[src/hcbd_pkg.sv]
package hcbd_pkg;

    localparam int LEN_W      = 32;
    localparam int CFG_W      = 32;
    localparam int FIFO_DEPTH = 4;
    localparam int FIFO_AW    = $clog2(FIFO_DEPTH);
    localparam int FIFO_CW    = $clog2(FIFO_DEPTH + 1);

    localparam logic [1:0] MODE_CLOSE = 2'd0;
    localparam logic [1:0] MODE_CLEN  = 2'd1;
    localparam logic [1:0] MODE_CHUNK = 2'd2;

    localparam logic [1:0] REG_TRANSFER_MODE   = 2'd0;
    localparam logic [1:0] REG_BODY_LENGTH     = 2'd1;
    localparam logic [1:0] REG_DECODE_TRANSFER = 2'd2;

    localparam logic [2:0] PH_HEADER    = 3'd0;
    localparam logic [2:0] PH_CLOSE     = 3'd1;
    localparam logic [2:0] PH_CLEN      = 3'd2;
    localparam logic [2:0] PH_CH_LEAD   = 3'd3;
    localparam logic [2:0] PH_CH_LEADLF = 3'd4;
    localparam logic [2:0] PH_CH_SIZE   = 3'd5;
    localparam logic [2:0] PH_CH_DATA   = 3'd6;
    localparam logic [2:0] PH_DONE      = 3'd7;

    localparam logic [1:0] KIND_BYTE     = 2'd0;
    localparam logic [1:0] KIND_COMPLETE = 2'd1;
    localparam logic [1:0] KIND_ERROR    = 2'd2;

    localparam logic [1:0] ERR_NONE       = 2'd0;
    localparam logic [1:0] ERR_AFTER_DONE = 2'd1;
    localparam logic [1:0] ERR_OVERFLOW   = 2'd2;
    localparam logic [1:0] ERR_EARLY_END  = 2'd3;

    localparam logic [7:0] CH_CR = 8'h0D;
    localparam logic [7:0] CH_LF = 8'h0A;

    typedef struct packed {
        logic [1:0]       transfer_mode;
        logic [CFG_W-1:0] body_length;
        logic             decode_transfer;
    } t_cfg;

    typedef struct packed {
        logic [1:0] kind;
        logic [7:0] body_byte;
        logic [1:0] error_code;
    } t_res;

    typedef struct packed {
        logic a_valid;
        t_res a;
        logic b_valid;
        t_res b;
    } t_step_res;

    typedef struct packed {
        logic       is_hex;
        logic [3:0] val;
    } t_hex;

    function automatic t_res mk_res(logic [1:0] kind, logic [7:0] body_byte,
                                    logic [1:0] error_code);
        t_res r;
        r.kind       = kind;
        r.body_byte  = body_byte;
        r.error_code = error_code;
        return r;
    endfunction

    function automatic t_hex hex_decode(logic [7:0] b);
        t_hex h;
        h.is_hex = 1'b1;
        h.val    = 4'd0;
        if (b >= 8'h30 && b <= 8'h39) begin
            h.val = 4'(b - 8'h30);
        end else if (b >= 8'h61 && b <= 8'h66) begin
            h.val = 4'(b - 8'h57);
        end else if (b >= 8'h41 && b <= 8'h46) begin
            h.val = 4'(b - 8'h37);
        end else begin
            h.is_hex = 1'b0;
        end
        return h;
    endfunction

endpackage

[src/http_chunked_body_decoder_core.sv]
// HTTP/1.1 body framer. Raw message bytes enter on the s_axis channel, one
// byte per word, tlast set on the byte after which the connection closes.
// Header bytes are dropped up to CR LF CR LF; body bytes are then framed as
// close-delimited, content-length or chunked, per the configuration written
// through i_cfg_we / i_cfg_addr / i_cfg_data (index 0 transfer mode, 1 body
// length, 2 decode enable). The user must write configuration only while idle
// (the block does not enforce it). Each result leaves on m_axis: tuser
// carries the kind (body byte, complete, error), tdata the body byte and the
// error code. Each accepted byte is decoded in the cycle it is taken; its
// results (none, one or two) show on m_axis from the next cycle on. The
// throughput is one byte per cycle as long as each byte yields at most one
// result; the four-entry result queue sets that figure, since s_axis_tready
// stays high only while the queue has room for two results. A stalled
// m_axis fills the queue and then drops s_axis_tready; nothing is
// lost. Reset (synchronous, active low) returns to header scan, empties the
// queue and restores the register defaults (close mode, length zero, decode
// on). After completion or an error every further byte gives an error.
module http_chunked_body_decoder_core
    import hcbd_pkg::*;
(
    input  logic             i_clk,
    input  logic             i_rst_n,
    input  logic             s_axis_tvalid,
    output logic             s_axis_tready,
    input  logic [7:0]       s_axis_tdata,   // [7:0] data_byte
    input  logic             s_axis_tlast,   // end_of_input
    output logic             m_axis_tvalid,
    input  logic             m_axis_tready,
    output logic [15:0]      m_axis_tdata,   // [7:0] body_byte, [9:8] error_code, rest zero
    output logic [1:0]       m_axis_tuser,   // [1:0] result_kind
    input  logic             i_cfg_we,
    input  logic [1:0]       i_cfg_addr,
    input  logic [CFG_W-1:0] i_cfg_data
);

    t_cfg      r_cfg;
    t_step_res step_res;
    t_res      head;
    logic      has_room;
    logic      accept;

    assign s_axis_tready = has_room;
    assign accept        = s_axis_tvalid && has_room;

    always_ff @(posedge i_clk) begin
        if (!i_rst_n) begin
            r_cfg.transfer_mode   <= MODE_CLOSE;
            r_cfg.body_length     <= '0;
            r_cfg.decode_transfer <= 1'b1;
        end else if (i_cfg_we) begin
            case (i_cfg_addr)
                REG_TRANSFER_MODE:   r_cfg.transfer_mode   <= i_cfg_data[1:0];
                REG_BODY_LENGTH:     r_cfg.body_length     <= i_cfg_data;
                REG_DECODE_TRANSFER: r_cfg.decode_transfer <= i_cfg_data[0];
                default: begin
                end
            endcase
        end
    end

    hcbd_step u_step (
        .i_clk   (i_clk),
        .i_rst_n (i_rst_n),
        .i_valid (accept),
        .i_byte  (s_axis_tdata),
        .i_eoi   (s_axis_tlast),
        .i_cfg   (r_cfg),
        .o_res   (step_res)
    );

    hcbd_res_fifo u_fifo (
        .i_clk      (i_clk),
        .i_rst_n    (i_rst_n),
        .i_wr       (step_res),
        .i_pop      (m_axis_tready),
        .o_has_room (has_room),
        .o_valid    (m_axis_tvalid),
        .o_head     (head)
    );

    assign m_axis_tdata = {6'd0, head.error_code, head.body_byte};
    assign m_axis_tuser = head.kind;

endmodule

[src/hcbd_step.sv]
module hcbd_step
    import hcbd_pkg::*;
(
    input  logic       i_clk,
    input  logic       i_rst_n,
    input  logic       i_valid,
    input  logic [7:0] i_byte,
    input  logic       i_eoi,
    input  t_cfg       i_cfg,
    output t_step_res  o_res
);

    logic [2:0]       r_phase, n_phase;
    logic [1:0]       r_crlf, n_crlf;
    logic [LEN_W-1:0] r_rem, n_rem;
    logic [LEN_W-1:0] r_acc, n_acc;
    logic [LEN_W-1:0] r_count, n_count;
    logic             r_ign, n_ign;

    logic [LEN_W-1:0] len;
    logic [LEN_W-1:0] cnt_inc;
    logic [LEN_W-1:0] rem_dec;
    logic [1:0]       mode;
    logic [1:0]       sl_crlf_in;
    logic             sl_line_end;
    logic [7:0]       hdr_pat;
    logic             do_size;
    t_hex             hx;
    t_step_res        res;
    t_res             eoi_res;

    assign len         = LEN_W'(i_cfg.body_length);
    assign cnt_inc     = r_count + 1'b1;
    assign rem_dec     = r_rem - 1'b1;
    assign mode        = i_cfg.decode_transfer ? i_cfg.transfer_mode : MODE_CLOSE;
    assign hx          = hex_decode(i_byte);
    assign sl_crlf_in  = (r_phase == PH_CH_SIZE) ? r_crlf : 2'd0;
    assign sl_line_end = (sl_crlf_in == 2'd1) && (i_byte == CH_LF);
    assign hdr_pat     = r_crlf[0] ? CH_LF : CH_CR;

    always_comb begin
        n_phase = r_phase;
        n_crlf  = r_crlf;
        n_rem   = r_rem;
        n_acc   = r_acc;
        n_count = r_count;
        n_ign   = r_ign;
        do_size = 1'b0;
        res     = '0;
        eoi_res = '0;
        if (i_valid) begin
            case (r_phase)
                PH_HEADER: begin
                    if (i_byte == hdr_pat) begin
                        if (r_crlf == 2'd3) begin
                            n_crlf  = 2'd0;
                            n_count = '0;
                            n_rem   = '0;
                            n_acc   = '0;
                            n_ign   = 1'b0;
                            case (mode)
                                MODE_CLEN: begin
                                    n_phase = PH_CLEN;
                                    if (len == '0) begin
                                        res.a_valid = 1'b1;
                                        res.a       = mk_res(KIND_COMPLETE, 8'd0, ERR_NONE);
                                        n_phase     = PH_DONE;
                                    end
                                end
                                MODE_CHUNK: begin
                                    n_phase = PH_CH_LEAD;
                                end
                                default: begin
                                    n_phase = PH_CLOSE;
                                end
                            endcase
                        end else begin
                            n_crlf = r_crlf + 2'd1;
                        end
                    end else begin
                        n_crlf = (i_byte == CH_CR) ? 2'd1 : 2'd0;
                    end
                end
                PH_CLOSE: begin
                    res.a_valid = 1'b1;
                    res.a       = mk_res(KIND_BYTE, i_byte, ERR_NONE);
                end
                PH_CLEN: begin
                    res.a_valid = 1'b1;
                    if (r_count >= len) begin
                        res.a   = mk_res(KIND_ERROR, 8'd0, ERR_AFTER_DONE);
                        n_phase = PH_DONE;
                    end else begin
                        res.a   = mk_res(KIND_BYTE, i_byte, ERR_NONE);
                        n_count = cnt_inc;
                        if (cnt_inc == len) begin
                            res.b_valid = 1'b1;
                            res.b       = mk_res(KIND_COMPLETE, 8'd0, ERR_NONE);
                            n_phase     = PH_DONE;
                        end
                    end
                end
                PH_CH_LEAD: begin
                    if (i_byte == CH_CR) begin
                        n_phase = PH_CH_LEADLF;
                    end else begin
                        n_phase = PH_CH_SIZE;
                        do_size = 1'b1;
                    end
                end
                PH_CH_LEADLF: begin
                    n_phase = PH_CH_SIZE;
                    if (i_byte == CH_LF) begin
                        n_crlf = 2'd0;
                    end else begin
                        n_ign  = 1'b1;
                        n_crlf = (i_byte == CH_CR) ? 2'd1 : 2'd0;
                    end
                end
                PH_CH_SIZE: begin
                    do_size = 1'b1;
                end
                PH_CH_DATA: begin
                    res.a_valid = 1'b1;
                    res.a       = mk_res(KIND_BYTE, i_byte, ERR_NONE);
                    n_rem       = rem_dec;
                    if (rem_dec == '0) begin
                        n_phase = PH_CH_LEAD;
                        n_crlf  = 2'd0;
                    end
                end
                default: begin
                    res.a_valid = 1'b1;
                    res.a       = mk_res(KIND_ERROR, 8'd0, ERR_AFTER_DONE);
                    n_phase     = PH_DONE;
                end
            endcase

            if (do_size) begin
                if (sl_line_end) begin
                    n_acc  = '0;
                    n_ign  = 1'b0;
                    n_crlf = 2'd0;
                    if (r_acc == '0) begin
                        res.a_valid = 1'b1;
                        res.a       = mk_res(KIND_COMPLETE, 8'd0, ERR_NONE);
                        n_phase     = PH_DONE;
                    end else begin
                        n_rem   = r_acc;
                        n_phase = PH_CH_DATA;
                    end
                end else begin
                    n_crlf = (i_byte == CH_CR) ? 2'd1 : 2'd0;
                    if (!hx.is_hex) begin
                        n_ign = 1'b1;
                    end else if (!r_ign) begin
                        if (r_acc[LEN_W-1 -: 4] != 4'd0) begin
                            res.a_valid = 1'b1;
                            res.a       = mk_res(KIND_ERROR, 8'd0, ERR_OVERFLOW);
                            n_phase     = PH_DONE;
                        end else begin
                            n_acc = {r_acc[LEN_W-5:0], hx.val};
                        end
                    end
                end
            end

            if (i_eoi && r_phase != PH_DONE && n_phase != PH_DONE) begin
                if (n_phase == PH_CLOSE) begin
                    eoi_res = mk_res(KIND_COMPLETE, 8'd0, ERR_NONE);
                end else begin
                    eoi_res = mk_res(KIND_ERROR, 8'd0, ERR_EARLY_END);
                end
                if (res.a_valid) begin
                    res.b_valid = 1'b1;
                    res.b       = eoi_res;
                end else begin
                    res.a_valid = 1'b1;
                    res.a       = eoi_res;
                end
                n_phase = PH_DONE;
            end
        end
    end

    assign o_res = res;

    always_ff @(posedge i_clk) begin
        if (!i_rst_n) begin
            r_phase <= PH_HEADER;
            r_crlf  <= 2'd0;
            r_rem   <= '0;
            r_acc   <= '0;
            r_count <= '0;
            r_ign   <= 1'b0;
        end else begin
            r_phase <= n_phase;
            r_crlf  <= n_crlf;
            r_rem   <= n_rem;
            r_acc   <= n_acc;
            r_count <= n_count;
            r_ign   <= n_ign;
        end
    end

`ifndef SYNTHESIS
    a_second_needs_first: assert property (@(posedge i_clk) disable iff (!i_rst_n)
        res.b_valid |-> res.a_valid)
        else $error("second result without first");

    a_done_sticky: assert property (@(posedge i_clk) disable iff (!i_rst_n)
        r_phase == PH_DONE |=> r_phase == PH_DONE)
        else $error("left done phase");

    a_after_done_error: assert property (@(posedge i_clk) disable iff (!i_rst_n)
        (i_valid && r_phase == PH_DONE) |->
            (res.a_valid && !res.b_valid && res.a.kind == KIND_ERROR
             && res.a.error_code == ERR_AFTER_DONE))
        else $error("byte after done not flagged");
`endif

endmodule

[src/hcbd_res_fifo.sv]
module hcbd_res_fifo
    import hcbd_pkg::*;
(
    input  logic      i_clk,
    input  logic      i_rst_n,
    input  t_step_res i_wr,
    input  logic      i_pop,
    output logic      o_has_room,
    output logic      o_valid,
    output t_res      o_head
);

    t_res               r_mem [FIFO_DEPTH];
    logic [FIFO_AW-1:0] r_wr_ptr;
    logic [FIFO_AW-1:0] r_rd_ptr;
    logic [FIFO_CW-1:0] r_count;

    logic [1:0]         wr_n;
    logic               pop;
    t_res               first;

    assign wr_n       = 2'(i_wr.a_valid) + 2'(i_wr.b_valid);
    assign first      = i_wr.a_valid ? i_wr.a : i_wr.b;
    assign o_valid    = (r_count != '0);
    assign pop        = i_pop && o_valid;
    assign o_has_room = (r_count <= FIFO_CW'(FIFO_DEPTH - 2));
    assign o_head     = r_mem[r_rd_ptr];

    always_ff @(posedge i_clk) begin
        if (wr_n != 2'd0) begin
            r_mem[r_wr_ptr] <= first;
        end
        if (wr_n == 2'd2) begin
            r_mem[r_wr_ptr + 1'b1] <= i_wr.b;
        end
    end

    always_ff @(posedge i_clk) begin
        if (!i_rst_n) begin
            r_wr_ptr <= '0;
            r_rd_ptr <= '0;
            r_count  <= '0;
        end else begin
            r_wr_ptr <= r_wr_ptr + FIFO_AW'(wr_n);
            r_rd_ptr <= r_rd_ptr + FIFO_AW'(pop);
            r_count  <= r_count + FIFO_CW'(wr_n) - FIFO_CW'(pop);
        end
    end

`ifndef SYNTHESIS
    a_count_bound: assert property (@(posedge i_clk) disable iff (!i_rst_n)
        r_count <= FIFO_CW'(FIFO_DEPTH))
        else $error("result queue count out of range");

    a_no_overfill: assert property (@(posedge i_clk) disable iff (!i_rst_n)
        (wr_n != 2'd0) |-> o_has_room)
        else $error("result queue written without room");
`endif

endmodule
[config.mk]
export PLATFORM = sky130hd
export DESIGN_NAME = http_chunked_body_decoder_core
export DESIGN_NICKNAME = d
export VERILOG_FILES = /design/src/hcbd_pkg.sv /design/src/http_chunked_body_decoder_core.sv /design/src/hcbd_step.sv /design/src/hcbd_res_fifo.sv
export SDC_FILE = /design/constraint.sdc
export NUM_CORES = 1
export LEC_CHECK = 0
export ABC_AREA = 1
export BUFFER_PORTS_ARGS = -buffer_cell sky130_fd_sc_hd__clkbuf_2
export CAP_MARGIN = 25
export CORE_MARGIN = 1.5
export CORE_UTILIZATION = 45
export DETAILED_ROUTE_END_ITERATION = 7
export GPL_ROUTABILITY_DRIVEN = 1
export PLACE_DENSITY = 0.73
export SLEW_MARGIN = 0
export SYNTH_ARGS = -nofsm -noshare
export SYNTH_HDL_FRONTEND = slang
export SYNTH_SLANG_ARGS = --single-unit
[constraint.sdc]
create_clock -name i_clk -period 6.1 [get_ports i_clk]
set_clock_uncertainty 0.2 [all_clocks]
set_input_delay 0.61 -clock i_clk [delete_from_list [all_inputs] [get_ports i_clk]]
set_output_delay 0.61 -clock i_clk [all_outputs]
set_load 0.05 [all_outputs]
# Word level (Yosys, flattened, before mapping)
# Memories as Yosys holds them, arrays and structs flattened. A register that Yosys moved wholly into a read port is not among the register bits.
# Index checks and enable logic that the tools add are counted.
# totals
ff_bits,144
mem_bits_rw,48
input_bits,48
output_inout_bits,20
word_cells,172
memories,1
# memory_table
name,depth,word_bits,rd,rd_ports_with_merged_regs,wr,line,rtl
u_fifo.r_mem,4,12,1,1,2,hcbd_res_fifo.sv:13,t_res r_mem [FIFO_DEPTH];
# classes
n_addsub,12
n_lt_le_gt_ge,8
eq_ne,24
muxes,89
reduce_logical,26
# ops
op,n
32-bit 2-to-1 mux,16
13-bit 2-to-1 mux,15
32-bit case mux with 2 select lines,2
32-bit logical NOT,3
26-bit 2-to-1 mux,2
13-bit case mux with 4 select lines,1
12-bit 2-to-1 mux,4
3-bit 2-to-1 mux,14
32-bit by 1-bit adder with 32-bit output (second input constant),1
32-bit equality test,1
32-bit >= comparator,1
32-bit by 1-bit subtractor with 32-bit output (second input constant),1
1-bit 2-to-1 mux,18
2-bit 2-to-1 mux,9
3-bit case mux with 6 select lines,1
8-bit by 4-bit equality test with 1-bit output (second input constant),2
8-bit by 7-bit >= comparator with 1-bit output (second input constant),2
8-bit by 7-bit <= comparator with 1-bit output (second input constant),2
4-bit 2-to-1 mux,3
3-bit equality test (second input constant),3
2-bit equality test (second input constant),4
8-bit by 4-bit equality test with 1-bit output,1
8-bit by 6-bit >= comparator with 1-bit output (second input constant),1
8-bit by 6-bit <= comparator with 1-bit output (second input constant),1
other kinds (30),51

# Longest topological paths before layout
# Gate-level depths: netlist of run 1.
# depth
word_depth,21
mapped_depth,31
ltp_nobuf,31

# Hierarchy
# Synthesis of run 1 repeated with hierarchy kept, for this count alone.
# hier_totals
hier_cells,2074
hier_area_um2,13379.1
# by_module_without_submodules
module,n_inst,cells_per_inst,area_per_inst_um2,seq_area_each_um2
hcbd_step,1,1523,9009.9,2042.0
hcbd_res_fifo,1,318,2836.5,1581.5
http_chunked_body_decoder_core,1,233,1532.7,700.7

# Worst setup path after synthesis of run 1
# OpenSTA, ideal clock, no wires.
# synth_timing
kind,input port to flip-flop
startpoint,input s_axis_tdata[1]
endpoint,memory u_fifo.r_mem[2][0] (netlist bit) (enable)
setup_time_ns,0.378
t_arrival_ns,3.718
required_time_ns,5.522
slack_ns,1.804
stages,21
path_buffers,0
cell_sequence,inv_1 -> ha_1 -> inv_1 -> nor3_2 -> nor3_1 -> nor2_2 -> nor2_1 -> nand2_1 -> nand2_1 -> nor2_1 -> inv_1 -> nand2_1 -> inv_2 -> nand2_4 -> nand2_8 -> o21ai_2 -> nand2_1 -> ha_1 -> nor3_1 -> clkinv_1 -> o21ai_1
# synth_rtl
element,line,rtl
from (decl),http_chunked_body_decoder_core.sv:25,"input logic [7:0] s_axis_tdata,"
to (decl),hcbd_res_fifo.sv:13,

==> results of run 1 <==
-- metrics by stage --
stage          instances  area [µm²]
5_1_grt             2435       14180
6_report            2435       14180
3_3_place_gp        2402       13520
2_1_floorplan       2031       12980
3_5_place_dp        2403       13550
4_1_cts             2435       14180
-- power groups by stage --
stage | logic (mW) | clock network [mW] | registers (mW)
after floorplan | 1.24 | 0 | 1.54
after global placement | 1.59 | 0 | 1.58
after detailed placement | 1.60 | 0 | 1.58
after CTS | 1.61 | 1.20 | 1.55
after global routing | 1.80 | 1.25 | 1.58
final | 1.63 | 1.17 | 1.55
-- logic make-up after synthesis --
logic type                 Yosys count  synth area share
and+or+nand+nor                   1017            0.3372
DFF                                192            0.3090
xor gates and xnor gates            23           0.02192
buffers and inverters              327           0.09714
adders and majority gates           50           0.04886
AOI/OAI and AO/OA                  416            0.1856
other                                1         0.0002894
-- final cells by class --
type,instances,area share
Clock buffer,17,0.03000
Multi-Input combinational cell,1512,0.5449
Sequential cell,192,0.2824
Tap cell,378,0.03336
Inverter,249,0.06601
Timing Repair Buffer,72,0.02877
Clock inverter,15,0.01456
-- path summary, 6_finish.rpt --
kind / endpoint / slack [ns] / cells past startpoint
worst min-delay path: r_cfg[33]$_SDFFE_PN0P_ / 0.23 / 3
worst max register to register: u_fifo.r_mem[1][0]$_DFFE_PP_ / 0.91 / 22
worst max-delay path: u_fifo.r_mem[1][0]$_DFFE_PP_ / 0.91 / 22
worst min register to register: u_fifo.r_mem[0][9]$_SDFFE_PP0P_ / 0.27 / 2
-- worst max-delay path: stages (launching register included) --
cell	delay, ns
dfxtp_1	0.34
inv_1	0.14
ha_1	0.35
nand2_1	0.18
nor2_1	0.31
xor2_1	0.25
nand2_1	0.08
nor2_1	0.13
nand3_1	0.08
nor2_1	0.11
nand3_1	0.13
nand2_1	0.14
nand4_1	0.11
nand2_1	0.08
inv_2	0.04
nand2_4	0.09
nand2_8	0.07
o21ai_2	0.22
nand2_1	0.11
ha_1	0.25
nor3_1	0.47
clkinv_1	0.39
o21ai_1	0.55
-- metal layers --
metal / up-vias / GRT usage / share of wire
met1: 6238 / 0.3826 / 0.47
met5: - / 0 / 0
met2: 562 / 0.4293 / 0.44
met4: 0 / 0.07355 / 0.020
li1: 6807 / - / -
met3: 65 / 0.04002 / 0.074
-- registers in the layout, indices dropped and copies added (netlist names) --
signal and flops:
u_step.r_crlf 2, u_step.r_phase 3, u_step.r_acc 32, u_step.r_rem 32, u_fifo.r_count 3, u_fifo.r_mem 48, u_fifo.r_rd_ptr 2, u_step.r_ign 1
u_step.r_count 32, u_fifo.r_wr_ptr 2, r_cfg 35
-- cell usage in the layout (no fill, tap or decap), drive strengths merged --
cell type	instances
xor2	12
ha	49
or2	2
conb	6
o2111ai	3
nand2b	1
dfxtp	176
a22oi	1
a21oi	186
fa	1
xnor3	6
a221oi	2
nor3	23
nor4	17
a221o	1
nand3	147
a41oi	2
clkbuf	78
buf	11
o21bai	1
clkinv	13
edfxtp	16
a211oi	1
o221ai	16
a31oi	2
and2	4
nand3b	4
xnor2	5
o41ai	1
nand4	47
o21ai	99
nand2	558
a21boi	1
inv	251
a22o	4
o211ai	56
o22ai	39
o32ai	1
nor2	214
==> results.yml, run 1 <==
floorplanning:
  die-area_mm2: 0.02982
  placementRows: 61
  die_y_um: 172.7
  fp.coreArea_mm2: 0.02809
  dieWidth_um: 172.7
  boundaryPins: 68
  initial_core_util: 0.4613
power_and_ir_drop:
  power_density_mw_per_mm2: 307.3
  finalPower_mw: 4.357
  power_frac_seq: 0.357
  intPower_mw: 2.470
  p_comb_frac: 0.373
  clkPwrFrac: 0.270
  p_switching_mw: 1.886
  ir_drop_mv: 0.1715
  switching_share: 0.4330
  leakagePower_nw: 6.317
global_route:
  first_global_vias: 12670
  grt_usage: 0.2707
  antenna_found_initial: 0
  grt_overflow: 0
  grt_pass1_wl_um: 66180
  grt_start_max_net_pins: 70
layout:
  fillCellCount: 2883
  final_nets: 2142
  area_growth_pct: 9.425
  multi_input_area_mm2: 0.007726
  regArea_mm2: 0.004004
  post-route-util: 0.5048
  diodes: 0
  drive_gt1_frac: 0.07146
clock_tree:
  cts_sinks: 192
  clock_latency_ns: 0.44
  cts_tree: "done"
  clk_pin_slew_ns: 0.08
  cts_made_buffers: 17
  cts_root_buffer: "clkbuf_16"
  cts_resized: 0
  clockBufferDepth: 2
  ctsHtreeMaxLevel: 4
  post-cts-setup-buffer-count: 0
  hold_buffers: 0
status:
  outcome: "finished clean"
synth:
  seq_area_frac_synth: 0.3090
  ys.warnings.count: 0
  ys_top_cells_by_area: "dfxtp_1, nand2_1, a21oi_1, inv_1, nor2_1"
  ys_types: 51
  synth_largest_area_cell: "dfxtp_1"
  synth_common_cells: "nand2_1, inv_1, nor2_1"
  synth.most_common_cell: "nand2_1"
  synth.avg_cell_area_um2: 6.396
  ys_ff_latch: 192
  netlist_area_mm2: 0.01296
  synth_top_area_share: 0.2719
  syn_inst: 2026
  async_flop_share: 0
  synth-edff-count: 16
  synthFlopType: "dfxtp_1"
route:
  ant_nets: 0
  via_per_inst: 5.615
  vias: 13670
  drt_iter0_drc: 1526
  drt_pass1_iterations: 6
  wirelength_um: 40770
  detail_route.wl_per_cell_um: 16.74
  drc_errors: 0
timing:
  grt_setup_unrepaired: "no"
  slew_violations: 0
  max_freq_mhz: 192.6
  setup_slack_ns: 0.9079
  setup_violations: 0
  worst_pin_slew_ns: 1.100
  finalCriticalPeriod_ns: 5.192
  hold_viol_final: 0
  whs_ns: 0.2295
  tns_ns: 0
  relSlewSlack: 0.2661
  fin_crit_sh: 0.8512
critical_path:
  worstPathMaxFanout: 12
  cp-startpoint: "u_step.r_rem[0]$_SDFFE_PN0P_"
  rr_startpoint: "u_step.r_rem[0]$_SDFFE_PN0P_"
  cp.arrival_ns: 5.07
  required_ns: 5.98
  crit_path_start_kind: "flop"
  critPathKind: "flop to flop"
  cp-end-kind: "flop"
placement:
  gp_congestion: 0.9782
  pre_cts_ws_ns: 0.9372
  port_buffers: 61
  hpwl_um: 30260
min_path:
  hold_path.class: "input pin to flop"
  min_from: "i_cfg_data[0]"
flow_run:
  maxCapViolations: 0
Note: power is estimated with default switching activity, not from simulation.
==> inputs of run 2 (changes only) <==
--- a/config.mk
+++ b/config.mk
@@ -8,6 +8,7 @@
 export ABC_AREA = 1
 export BUFFER_PORTS_ARGS = -buffer_cell sky130_fd_sc_hd__clkbuf_2
 export CAP_MARGIN = 25
+export CORE_ASPECT_RATIO = 1.5
 export CORE_MARGIN = 1.5
 export CORE_UTILIZATION = 45
 export DETAILED_ROUTE_END_ITERATION = 7
==> run 2 against run 1 <==
Against the previous run: clock power grew 3%; worst setup slack gained 0.028 ns; clock-buffer cell count is the same; cell count shrank 1.4%; combinational power is essentially flat; sequential cell count is the same; design area shrank 0.29%; sequential power is essentially flat; worst hold slack lost 0.023 ns; largest cell class unchanged; sequential share of layout area grew 0.082 points; non-clock buffer count shrank 2; largest power group unchanged; global-route usage grew 0.66 points.
==> results.yml, run 2 (synthesis results as in run 1) <==
power_and_ir_drop:
  finalPower_mw: 4.382
  ir_drop_mv: 0.2309
  leakagePower_nw: 6.319
  power_density_mw_per_mm2: 309.9
route:
  detail_route.wl_per_cell_um: 16.95
  via_per_inst: 5.696
  drc_errors: 0
  ant_nets: 0
  drt_iter0_drc: 1109
  vias: 13680
  wirelength_um: 40690
  drt_pass1_iterations: 6
clock_tree:
  cts_tree: "done"
  cts_made_buffers: 17
  cts_root_buffer: "clkbuf_16"
  clk_pin_slew_ns: 0.09
  cts_resized: 0
  clock_latency_ns: 0.47
  ctsHtreeMaxLevel: 4
  cts_sinks: 192
  post-cts-setup-buffer-count: 0
  hold_buffers: 0
  clockBufferDepth: 2
critical_path:
  ff2ff_path_depth: 22
  cp.arrival_ns: 5.07
  critPathKind: "flop to flop"
  worstPathMaxFanout: 12
  worst-r2r-setup-slack_ns: 0.94
  required_ns: 6.01
  rr_startpoint: "u_step.r_count[1]$_SDFFE_PN0P_"
  cp-end-kind: "flop"
  r2r-end: "u_fifo.r_mem[1][0]$_DFFE_PP_"
  crit_path_start_kind: "flop"
timing:
  grt_setup_unrepaired: "no"
  worst_pin_slew_ns: 1.078
  finalCriticalPeriod_ns: 5.164
  setup_violations: 0
  fin_crit_sh: 0.8465
  slew_violations: 0
  hold_viol_final: 0
  setup_slack_ns: 0.9361
  tns_ns: 0
  relSlewSlack: 0.2803
  max_freq_mhz: 193.7
layout:
  fillCellCount: 2913
  diodes: 0
  largestRegisters: "u_fifo.r_mem x48, r_cfg x35"
  largest_register_ffs: 48
  most-common-layout-cells: "nand2_1, inv_1, nor2_1"
  area_growth_pct: 9.106
  final_common_cell: "nand2_1"
  regArea_mm2: 0.004004
  regMostFlops: "u_fifo.r_mem"
  drive_gt1_frac: 0.07056
  multi_input_area_mm2: 0.007731
  layout.cells.non_filler: 2401
  final_nets: 2140
  final_cell_area_mm2: 0.01414
placement:
  port_buffers: 61
  pre_cts_ws_ns: 0.9041
  hpwl_um: 30750
  place_area_mm2: 0.01350
  dp_cells: 2369
  gp_congestion: 1.014
floorplanning:
  boundaryPins: 68
  initial_core_util: 0.4603
  fp.coreArea_mm2: 0.02815
  placementRows: 75
  die-area_mm2: 0.02984
  dieWidth_um: 141.6
  die_y_um: 210.8
min_path:
  hold_path.class: "input pin to flop"
  worstHoldEndpoint: "r_cfg[33]$_SDFFE_PN0P_"
  min_from: "i_cfg_data[0]"
  holdPathStages: 3
global_route:
  first_global_vias: 12910
  grt_start_max_net_pins: 72
  grt_overflow: 0
  grt_usage: 0.2773
  grt_pass1_wl_um: 65410
  antenna_found_initial: 0
flow_run:
  maxCapViolations: 0
status:
  outcome: "finished clean"
-- run 2: cell count changes in the layout (fill, tap and decap cells not counted), sizes merged --
cell,delta
buf,-2
inv,+5
clkinv,-5
-- run 2: area by class of cell --
cell class | count | share of cell area
Timing Repair Buffer | 70 | 0.02779
Multi-Input combinational cell | 1512 | 0.5469
Sequential cell | 192 | 0.2832
Clock buffer | 17 | 0.03009
Tap cell | 346 | 0.03062
Clock inverter | 15 | 0.01531
Inverter | 249 | 0.06611
-- run 2: worst max-delay path: stages, from the launching register on --
cell and delay, ns:
dfxtp_1 0.41, ha_1 0.25, nand2_2 0.12, nor2_4 0.25, nand3_1 0.25, nor2_2 0.26, xnor3_1 0.28, nand2_1 0.08
nor2_1 0.04, nand2_1 0.07, nor2_2 0.05, nand2_1 0.09, nand4_1 0.10, nand2_2 0.12, nand2_4 0.08, nand2_4 0.09
nand2_8 0.07, o21ai_2 0.22, nand2_1 0.12, ha_1 0.26, nor3_1 0.46, clkinv_1 0.37, o21ai_1 0.54
-- run 2: report_power, final --
group	total [mW]	switching, mW	internal [mW]
clock	1.21	0.637	0.577
combinational	1.61	1.15	0.463
sequential	1.56	0.117	1.44
-- run 2: per-layer routing --
layer,GRT usage,part of all wire
met1,0.3112,0.39
met2,0.5046,0.51
met3,0.03333,0.046
met4,0.1529,0.053
met5,0,0
-- run 2: stage by stage --
stage / hold WS (ns) / utilization
finish: 0.2063 / 0.5022
global route: 0.2020 / 0.5022
CTS: 0.1905 / 0.5022
detailed placement: 0.2640 / 0.4794
global placement: 0.2583 / 0.4784
floorplan: 0.2522 / -
-- run 2: worst max path at each step --
| stage | startpoint | to | slack (ns) | cells after the start |
|---|---|---|---|---|
| after floorplan | s_axis_tdata[1] | u_fifo.r_mem[2][0]$_DFFE_PP_ | 1.80 | 21 |
| after global placement | s_axis_tdata[1] | u_fifo.r_mem[1][1]$_DFFE_PP_ | 1.08 | 22 |
| after detailed placement | s_axis_tdata[1] | u_fifo.r_mem[1][0]$_DFFE_PP_ | 0.90 | 22 |
| after CTS | u_step.r_count[0]$_SDFFE_PN0P_ | u_fifo.r_mem[1][10]$_DFFE_PP_ | 0.95 | 22 |
| after global routing | u_step.r_rem[0]$_SDFFE_PN0P_ | u_fifo.r_mem[1][10]$_DFFE_PP_ | 0.24 | 23 |
| final | u_step.r_count[1]$_SDFFE_PN0P_ | u_fifo.r_mem[1][0]$_DFFE_PP_ | 0.94 | 22 |
==> inputs of run 3 (changes only) <==
--- a/config.mk
+++ b/config.mk
@@ -5,7 +5,7 @@
 export SDC_FILE = /design/constraint.sdc
 export NUM_CORES = 1
 export LEC_CHECK = 0
-export ABC_AREA = 1
+export ABC_AREA = 0
 export BUFFER_PORTS_ARGS = -buffer_cell sky130_fd_sc_hd__clkbuf_2
 export CAP_MARGIN = 25
 export CORE_ASPECT_RATIO = 1.5
==> constraint.sdc (replaced) <==
create_clock -name i_clk -period 5.1 [get_ports i_clk]
set_clock_uncertainty 0.2 [all_clocks]
set_input_delay 0.51 -clock i_clk [delete_from_list [all_inputs] [get_ports i_clk]]
set_output_delay 0.51 -clock i_clk [all_outputs]
set_load 0.05 [all_outputs]
==> run 3 against run 2 <==
Against the previous run: first-iteration DRC count is 4.8% higher; design area fell by 2.6%; cell count fell by 19%; clock-buffer cell count is 3 higher; global-route usage shrank 0.40 points; worst setup slack worse by 0.81 ns; sequential cell count unchanged; synthesized cell count fell by 24%; total power is 3.9% higher; synthesized area shrank 6.1%; worst hold slack got worse by 0.14 ns; critical endpoint is now u_fifo.r_count[2]$_SDFF_PN0_; largest cell class unchanged.
==> results.yml, run 3 <==
power_and_ir_drop:
  ir_drop_mv: 0.3287
  intPower_mw: 2.896
  power_density_mw_per_mm2: 330.8
  switching_share: 0.3642
  power_frac_seq: 0.394
  clkPwrFrac: 0.301
  leakagePower_nw: 5.172
  p_comb_frac: 0.305
  p_switching_mw: 1.659
timing:
  grt_setup_unrepaired: "yes"
  slew_violations: 0
  max_freq_mhz: 201.0
  finalCriticalPeriod_ns: 4.975
  setup_slack_ns: 0.1255
  hold_viol_final: 0
  setup_violations: 0
  relSlewSlack: 0.3541
  worst_pin_slew_ns: 0.9688
  whs_ns: 0.06397
  fin_crit_sh: 0.9754
critical_path:
  r2r-end: "u_fifo.r_count[2]$_SDFF_PN0_"
  worstPathMaxFanout: 4
  cp-end-kind: "flop"
  cp.depth: 17
  cp_slowest_cell: "or4_4"
  crit_family: "simple AND/OR/NAND/NOR gates"
  cp.arrival_ns: 5.11
  setup.worst_path.end: "u_fifo.r_count[2]$_SDFF_PN0_"
  worst_path_most_repeated_cell: "or4_4"
  crit_path_start_kind: "flop"
  required_ns: 5.23
  cp-startpoint: "u_step.r_count[1]$_SDFFE_PN0P_"
  ff2ff_path_depth: 17
  critPathKind: "flop to flop"
  rr_startpoint: "u_step.r_count[1]$_SDFFE_PN0P_"
  worst-r2r-setup-slack_ns: 0.13
  worstPathCellList: "ha_4 -> nand3_2 -> or4_4 -> or4_4 -> a2bb2o_4 -> or4_1 -> or4_4 -> a31oi_4 -> buf_4 -> a21oi_1 -> ha_2 -> inv_2 -> ha_1 -> fa_1 -> xnor2_1 -> xnor2_1 -> nor2_1"
  critical-path-max-stage-delay_ns: 0.55
  crit_buf_inv: 2
clock_tree:
  cts_tree: "done"
  cts_root_buffer: "clkbuf_16"
  clock_latency_ns: 0.46
  post-cts-setup-buffer-count: 0
  ctsHtreeMaxLevel: 4
  clockBufferDepth: 2
  cts_made_buffers: 17
  cts_sinks: 192
  hold_buffers: 0
  clk_pin_slew_ns: 0.07
synth:
  ys_types: 81
  async_flop_share: 0
  synth_largest_area_cell: "dfxtp_1"
  synth.most_common_cell: "dfxtp_1"
  ys_ff_latch: 192
  synth_top_area_share: 0.2895
  ys.warnings.count: 0
  synth.avg_cell_area_um2: 7.928
  synth-edff-count: 16
  seq_area_frac_synth: 0.3290
  netlist_area_mm2: 0.01217
  synth_common_cells: "dfxtp_1, nand2_1, nor2_1"
  synthFlopType: "dfxtp_1"
  ys_top_cells_by_area: "dfxtp_1, nand2_1, ha_1, a21oi_1, nor2_1"
  syn_inst: 1535
layout:
  multi_input_area_mm2: 0.007589
  most-common-layout-cells: "dfxtp_1, nand2_1, nor2_1"
  area_growth_pct: 13.15
  regMostFlops: "u_fifo.r_mem"
  largest_register_ffs: 48
  largestRegisters: "u_fifo.r_mem x48, r_cfg x35"
  final_nets: 1685
  fillCellCount: 2523
  regArea_mm2: 0.004006
  diodes: 0
  final_common_cell: "dfxtp_1"
  drive_gt1_frac: 0.1400
global_route:
  grt_use_met3: 0.04191
  grt_usage: 0.2733
  grt_pass1_wl_um: 60000
  global_route.usage.met2: 0.4550
  busiest_layer: "met2"
  gr-usage-met1: 0.3357
  grt_overflow: 0
  grt_start_max_net_pins: 54
  first_global_vias: 11340
  antenna_found_initial: 0
floorplanning:
  initial_core_util: 0.4578
  dieWidth_um: 137.3
  placementRows: 73
  boundaryPins: 68
  die-area_mm2: 0.02806
  die_y_um: 204.4
  fp.coreArea_mm2: 0.02658
route:
  drc_errors: 0
  drt_pass1_iterations: 5
  wirelength_um: 37580
  via_per_inst: 6.260
  detail_route.wl_per_cell_um: 19.40
  ant_nets: 0
  vias: 12130
  drt_iter0_drc: 1162
min_path:
  hold_path.class: "input pin to flop"
placement:
  pre_cts_ws_ns: 0.05817
  gp_congestion: 0.9787
  port_buffers: 61
  hpwl_um: 27820
status:
  outcome: "finished clean"
flow_run:
  maxCapViolations: 0
[run 3: changes by cell type after synthesis, moves of 43 or more]
cell     before  now
a21oi_1     186  118
xnor2_1       5   50
nand3_1     145   48
nand2_1     550  166
nor2_1      199  135
a22oi_1       1   44
inv_1       240   55
[run 3: how the worst min path moves through the flow]
stage                                     from                              end  slack (ns)  depth (start not counted)
2_1_floorplan  u_fifo.r_mem[2][7]$_SDFFE_PP0P_  u_fifo.r_mem[2][7]$_SDFFE_PP0P_        0.24                          1
3_3_place_gp   u_fifo.r_mem[3][6]$_SDFFE_PP0P_  u_fifo.r_mem[3][6]$_SDFFE_PP0P_        0.26                          1
3_5_place_dp   u_fifo.r_mem[0][6]$_SDFFE_PP0P_  u_fifo.r_mem[0][6]$_SDFFE_PP0P_        0.26                          1
4_1_cts                          i_cfg_data[9]           r_cfg[10]$_SDFFE_PN0P_        0.05                          3
5_1_grt                          i_cfg_data[9]           r_cfg[10]$_SDFFE_PN0P_        0.06                          3
6_report                        i_cfg_data[31]           r_cfg[32]$_SDFFE_PN0P_        0.06                          3
[run 3: cell type report]
class,instances,share of cell area
clock inverters,12,0.009087
multi-input cells,1180,0.5511
inverters,55,0.01499
repair buffers,141,0.06924
clock buffers,20,0.03398
flip-flops and latches,192,0.2910
well taps,337,0.03062
[run 3: kinds of logic after synthesis]
family	count (synthesis)	synth area share
buf+inv	168	0.05532
mux	20	0.02889
fa+ha+maj	50	0.05203
simple gates	616	0.2563
flops	192	0.3290
compound gates	418	0.2277
xor+xnor	70	0.05038
other cells	1	0.0003082
[run 3: what timing repair did]
action / CTS / global route
hold endpoints to repair: 0 / 0
gates resized for setup: 0 / 8
setup endpoints to repair: 0 / 13
[run 3: routing by layer]
layer,wire length [µm],up-vias,part of all wire
li1,-,5714,-
met1,14860,5782,0.40
met2,18400,506,0.49
met3,2444,124,0.065
met4,1872,0,0.050
met5,0,-,0
[run 3: stage by stage]
| stage | utilization | setup TNS, ns | power [mW] | cells | area (µm²) |
|---|---|---|---|---|---|
| after floorplan | - | 0 | 2.846 | 1540 | 12210 |
| after global placement | 0.4914 | 0 | 3.170 | 1901 | 13060 |
| after detailed placement | 0.4930 | 0 | 3.196 | 1903 | 13100 |
| after CTS | 0.5153 | 0 | 4.557 | 1935 | 13700 |
| after global routing | 0.5181 | -0.004118 | 4.786 | 1937 | 13770 |
| final | 0.5181 | 0 | 4.554 | 1937 | 13770 |
[run 3: worst reg2reg max path, delay by kind of cell (launching register included)]
family / cells / cell delay, ns
AO/OA/AOI/OAI: 3 / 0.49
XOR/XNOR: 2 / 0.31
adder cells (fa/ha/maj): 4 / 1.03
buffers and inverters: 2 / 0.21
flip-flops: 1 / 0.35
AND/OR/NAND/NOR: 6 / 2.27
[run 3: power by group through the flow]
| stage | Sequential, mW | Combinational [mW] | Clock (mW) |
|---|---|---|---|
| after CTS | 1.79 | 1.37 | 1.39 |
| final | 1.80 | 1.39 | 1.37 |
| after floorplan | 1.76 | 1.09 | 0 |
| after global placement | 1.82 | 1.35 | 0 |
| after global routing | 1.82 | 1.52 | 1.45 |
| after detailed placement | 1.83 | 1.37 | 0 |
